### src/rrbs_pkg.sv
// ----------------------------------------------------------------------------
// rrbs_pkg
// Shared types and codes for the round-robin backend selector: request and
// result words, command and register codes, controller states and the
// command/status bundles between controller and datapath.
// ----------------------------------------------------------------------------
package rrbs_pkg;

    localparam logic [2:0] CMD_FIND_ANY      = 3'd0;
    localparam logic [2:0] CMD_FIND_SPECIFIC = 3'd1;
    localparam logic [2:0] CMD_MARK_DEAD     = 3'd2;
    localparam logic [2:0] CMD_MARK_ALIVE    = 3'd3;
    localparam logic [2:0] CMD_FINISH        = 3'd4;
    localparam logic [2:0] CMD_SET_REFUSED   = 3'd5;

    localparam logic [7:0] CFG_INSTANCE_COUNT  = 8'd0;
    localparam logic [7:0] CFG_VALID_MASK      = 8'd1;
    localparam logic [7:0] CFG_RETRY_DELAY     = 8'd2;
    localparam logic [7:0] CFG_SWITCH_TO_KNOWN = 8'd3;

    localparam logic [4:0]  RST_INSTANCE_COUNT = 5'd1;
    localparam logic [15:0] RST_RETRY_DELAY    = 16'd10;

    typedef struct packed {
        logic [2:0]  cmd;
        logic [7:0]  instance_req;
        logic        has_session_key;
        logic [31:0] now;
        logic [31:0] refuse_until;
    } req_t;

    typedef struct packed {
        logic        found;
        logic [3:0]  chosen;
        logic [31:0] open_requests;
        logic [31:0] handled_requests;
        logic [31:0] failed_requests;
    } res_t;

    typedef enum logic [1:0] {
        ST_IDLE,
        ST_DECODE,
        ST_NORM,
        ST_SCAN
    } state_t;

    // commands from controller to datapath
    typedef struct packed {
        logic load;
        logic rr_init;
        logic norm_sub;
        logic visit;
        logic advance;
        logic exec;
        logic no_result;
    } ctl_t;

    // status from datapath to controller
    typedef struct packed {
        logic scan_path;
        logic n_zero;
        logic ptr_ge_n;
        logic hit;
        logic last;
    } sts_t;

endpackage

### src/rrbs_ctrl.sv
// ----------------------------------------------------------------------------
// rrbs_ctrl
// Controller for the backend selector: accepts a command word, chooses
// between a single-entry operation and a round-robin scan, and steps the scan.
// ----------------------------------------------------------------------------
module rrbs_ctrl (
    input  logic          clk,
    input  logic          rst_n,
    input  logic          start,
    input  rrbs_pkg::sts_t sts,
    output rrbs_pkg::ctl_t ctl,
    output logic          busy
);
    import rrbs_pkg::*;

    state_t state_reg;
    state_t state_next;

    always_ff @(posedge clk or negedge rst_n)
    begin
        if (!rst_n)
        begin
            state_reg <= ST_IDLE;
        end
        else
        begin
            state_reg <= state_next;
        end
    end

    always_comb
    begin
        state_next = state_reg;
        case (state_reg)
            ST_IDLE:
            begin
                if (start)
                begin
                    state_next = ST_DECODE;
                end
            end
            ST_DECODE:
            begin
                if (sts.scan_path && !sts.n_zero)
                begin
                    state_next = ST_NORM;
                end
                else
                begin
                    state_next = ST_IDLE;
                end
            end
            ST_NORM:
            begin
                if (!sts.ptr_ge_n)
                begin
                    state_next = ST_SCAN;
                end
            end
            ST_SCAN:
            begin
                if (sts.hit || sts.last)
                begin
                    state_next = ST_IDLE;
                end
            end
            default:
            begin
                state_next = ST_IDLE;
            end
        endcase
    end

    always_comb
    begin
        ctl  = '0;
        busy = 1'b1;
        case (state_reg)
            ST_IDLE:
            begin
                busy     = 1'b0;
                ctl.load = start;
            end
            ST_DECODE:
            begin
                if (sts.scan_path)
                begin
                    ctl.no_result = sts.n_zero;
                    ctl.rr_init   = !sts.n_zero;
                end
                else
                begin
                    ctl.exec = 1'b1;
                end
            end
            ST_NORM:
            begin
                // wrap the first pointer step by repeated subtraction
                ctl.norm_sub = sts.ptr_ge_n;
            end
            ST_SCAN:
            begin
                ctl.visit     = 1'b1;
                ctl.no_result = !sts.hit && sts.last;
                ctl.advance   = !sts.hit && !sts.last;
            end
            default:
            begin
                ctl = '0;
            end
        endcase
    end

`ifndef SYNTH
    a_scan_entry: assert property (@(posedge clk) disable iff (!rst_n)
        (state_reg == ST_SCAN) |->
            ($past(state_reg) == ST_NORM || $past(state_reg) == ST_SCAN))
        else $error("scan entered without pointer wrap");
    a_load_idle: assert property (@(posedge clk) disable iff (!rst_n)
        ctl.load |=> (state_reg == ST_DECODE))
        else $error("accepted word not decoded");
`endif

endmodule

### config.mk
export PLATFORM = sky130hd
export DESIGN_NAME = rrbs_ctrl
export DESIGN_NICKNAME = d
export VERILOG_FILES = /design/src/rrbs_pkg.sv /design/src/rrbs_ctrl.sv
export SDC_FILE = /design/constraint.sdc
export NUM_CORES = 1
export LEC_CHECK = 0
export BUFFER_PORTS_ARGS = -buffer_cell sky130_fd_sc_hd__buf_4
export CORE_AREA = 2 2 39 41
export DETAILED_ROUTE_END_ITERATION = 8
export DIE_AREA = 0 0 41 43
export PLACE_DENSITY = 0.41
export REMOVE_ABC_BUFFERS = 1
export SLEW_MARGIN = 5
export SYNTH_ARGS = -nofsm -noshare
export SYNTH_HDL_FRONTEND = slang
export SYNTH_SLANG_ARGS = --single-unit
### constraint.sdc
create_clock -name clk -period 1.4 [get_ports clk]
set_input_delay 0.28 -clock clk [delete_from_list [all_inputs] [get_ports clk]]
set_output_delay 0.28 -clock clk [all_outputs]
set_load 0.01 [all_outputs]
==> results.txt <==
- Power per unit of standard cell area: 1780 nW/µm²
- 16 I/O pins were placed.
* Number of port buffers: 15
- The number of antenna diodes in the final layout is 0.
* Clock transition at the registers of the reported paths: 0.03 ns
- Compared with the post-synthesis result, the final layout area differs by 109%.
* Critical path data arrival time: 1.19 ns
* CTS Buf Count: 3
* Sum of routed wire length over all layers: 575 µm
- Clk sink count: 2
- STA classifies the critical path startpoint as a flop.
- The worst-case IR drop observed on VDD is 0.323 mV.
- Number of DRC violations after detailed-routing iteration 0: 3
- In this run the remaining antenna-violating nets after routing total 0.
* Crit path cell chain: buf_6 -> nand3b_1 -> a21boi_1 -> buf_4
- For the worst setup path, the data required time is 1.12 ns.
- Number of optimization iterations in the first detailed-route pass: 2
- The worst register-to-register path begins at state_reg[0].
* Critical path fanouts, max: 10
- Worst Path Class, Setup: reg -> out
- Multi-input gate area in the final layout: 115 µm²
- TritonCTS clock tree: built
- Area of the mapped netlist: 181 µm²
- Maximum number of pins on one net before global-route repair: 11
- Across the whole layout, storage elements account for 50.0 µm².
- Pre-CTS setup slack: 0.155 ns
* First-pass GRT wire length: 848 µm
- The via count of the first global-routing pass came to 216.
* Initial antenna violation count: 0
* Hold WC Path Type: in -> reg
- Half-perimeter wire length of the detailed placement result: 410 µm
- Width of the die: 41 µm
- The worst register-to-register path has a depth of 4.
- Of the synthesized area, sequential elements account for 27.6%.
- Effective utilization at floorplan: 13.1%
- Final hold analysis gives a worst-case slack of 0.341 ns.
- For the final routed database, the setup TNS stands at -0.169 ns.
- After detailed routing, the number of vias per cell comes to 4.00.
- CTS H-tree depth: 1
- Final worst setup slack: -0.0746 ns
- Share of the clock period used by the worst path after layout: 105%
* Count of vias placed by the detailed router: 228
* GRT Residual Overflow: 0
* Synth Warn #: 0
* Number of max-slew violations in the final report: 0
- The root buffer cell chosen for the clock tree is sky130_fd_sc_hd__clkbuf_4.
* Flop2flop setup slack: 0.28 ns
* Mean instance size in the synthesized netlist: 9.55 µm²
- Of the cells placed in the final design, the portion with a size suffix greater than 1 is 63.4%.
- Number of remaining DRC errors: 0
* Number of fillers in the final layout: 170
- Setup violations remaining at the end of the flow were counted as 3.
- Count of state elements after synthesis: 2
* Critical path endpoint: ctl[0]
- Post-synth cell types: 15
- In this run the static leakage power is 0.208 nW.
* Actual transition at the worst max-transition pin: 0.177 ns
* Worst clock skew: 0.00162 ns
- The slowest stage of the critical path is the sky130_fd_sc_hd__dfrtp_1 cell.
* GRT Total Usage: 7.11%
- After detailed routing, the average wire length per cell comes to 10.1 µm.
- Std-Cell Rows: 14
* Max Buffers Root-to-Sink: 2
* Largest stage delay on the critical path: 0.39 ns
- The number of hold-slack violations in the final timing report is 0.
- Violations in the final reports: setup timing
- Floorplan die area: 1760 µm²
- Max-slew headroom at the worst pin: 88.2%
- Measured along the y axis, the die boundary spans 43 µm.
* Max Cap Viol: 0
* Worst-skew pair later-pin latency: 0.22 ns
- The floorplan step defined a core boundary enclosing 1380 µm².
* Outcome: finished, violations left
- The cell count after synthesis came out at 19.
- Routability-driven placement finished with a final weighted congestion of 0.563.
- The worst setup path is captured at an output pin.
- Setup repair after global routing could not meet its margin everywhere.
- Final worst path period need: 1.47 ns
- Final layout net count: 51
- Derived from the worst setup path, the maximum achievable clock frequency is 678 MHz.
==> critical path, delay by kind of cell, from the launching register on <==
kind            cells  cell delay, ns
buf+inv             2            0.29
flops               1            0.39
simple gates        1            0.14
compound gates      1            0.15
==> metal layers <==
| layer | share of wire, % | routed length (µm) | track usage (%) |
|---|---|---|---|
| met4 | 0 | 0 | 2.00 |
| met5 | 0 | 0 | 0 |
| met3 | 9.2 | 53 | 4.71 |
| met1 | 33 | 191 | 7.35 |
| met2 | 57 | 330 | 11.3 |
==> cell families (layout without fill, tap and decap cells) <==
| kind of cell | count (synthesis) | in the layout | synth area share (%) |
|---|---|---|---|
| and+or+nand+nor | 11 | 11 | 51.0 |
| AOI/OAI and AO/OA | 3 | 3 | 11.0 |
| buffers and inverters | 3 | 25 | 10.3 |
| DFF | 2 | 2 | 27.6 |
==> cells in the final DEF (no fill, tap or decap) <==
cell type	instances
sky130_fd_sc_hd__a21boi_1	1
sky130_fd_sc_hd__a21o_1	1
sky130_fd_sc_hd__and2_2	1
sky130_fd_sc_hd__and3b_2	1
sky130_fd_sc_hd__and4bb_1	1
sky130_fd_sc_hd__buf_4	16
sky130_fd_sc_hd__buf_6	3
sky130_fd_sc_hd__clkbuf_4	3
sky130_fd_sc_hd__dfrtp_1	2
sky130_fd_sc_hd__dlygate4sd3_1	1
sky130_fd_sc_hd__inv_1	1
sky130_fd_sc_hd__inv_2	1
sky130_fd_sc_hd__nand3_1	1
sky130_fd_sc_hd__nand3b_1	2
sky130_fd_sc_hd__nand4bb_1	1
sky130_fd_sc_hd__nor3b_1	1
sky130_fd_sc_hd__o21ai_0	1
sky130_fd_sc_hd__or2_1	1
sky130_fd_sc_hd__or3b_1	1
sky130_fd_sc_hd__or3b_4	1
==> final cells by class <==
type	count	area share, %
multi-input combinational	14	30.4
tap	16	5.28
sequential	2	13.2
timing repair buffer	20	43.2
clock buffer	3	5.94
inverter	2	1.98
==> what timing repair did <==
action                                  4_1_cts  5_1_grt
pin swaps                                     2        1
endpoints found under the setup margin        5        7
buffers inserted                              1        1
hold buffers                                  1        0
gates resized for setup                       1        4
hold endpoints to repair                      2        0
==> synthesized netlist by cell type <==
library cell,instances,share of area (%)
sky130_fd_sc_hd__a21o_1,1,4.1
sky130_fd_sc_hd__and4bb_1,1,6.9
sky130_fd_sc_hd__or2_1,1,3.5
sky130_fd_sc_hd__or3b_1,2,9.7
sky130_fd_sc_hd__a21boi_1,1,4.1
sky130_fd_sc_hd__o21ai_0,1,2.8
sky130_fd_sc_hd__nor3b_1,1,4.1
sky130_fd_sc_hd__dfrtp_1,2,28
sky130_fd_sc_hd__and2_2,1,4.1
sky130_fd_sc_hd__nand3b_1,2,8.3
sky130_fd_sc_hd__and3b_2,1,5.5
sky130_fd_sc_hd__nand4bb_1,1,6.2
sky130_fd_sc_hd__nand3_1,1,2.8
sky130_fd_sc_hd__buf_6,1,6.2
sky130_fd_sc_hd__inv_1,2,4.1
==> per-stage QoR <==
| step | power, mW | utilization [%] | std cells | instance area (µm²) |
|---|---|---|---|---|
| floorplan | 0.278 | - | 18 | 170 |
| global placement | 0.468 | 23.0 | 51 | 318 |
| detailed placement | 0.475 | 23.0 | 51 | 318 |
| CTS | 0.634 | 26.1 | 56 | 362 |
| global route | 0.732 | 27.4 | 57 | 379 |
| finish | 0.674 | 27.4 | 57 | 379 |
==> worst min path at each step <==
stage,end,start,depth (start not counted)
floorplan,async pin,rst_n,0
global placement,state_reg[0],rst_n,1
detailed placement,state_reg[0],rst_n,1
CTS,state_reg[0],sts[2],3
global route,state_reg[0],sts[2],3
finish,state_reg[0],sts[2],3
==> report_power, final <==
group | switching [mW] | internal (mW) | total, mW
sequential | 0.0246 | 0.0878 | 0.112
clock | 0.0312 | 0.0944 | 0.126
combinational | 0.170 | 0.267 | 0.436
total | 0.226 | 0.449 | 0.674
No activity file was read; power rests on OpenSTA's default activity.
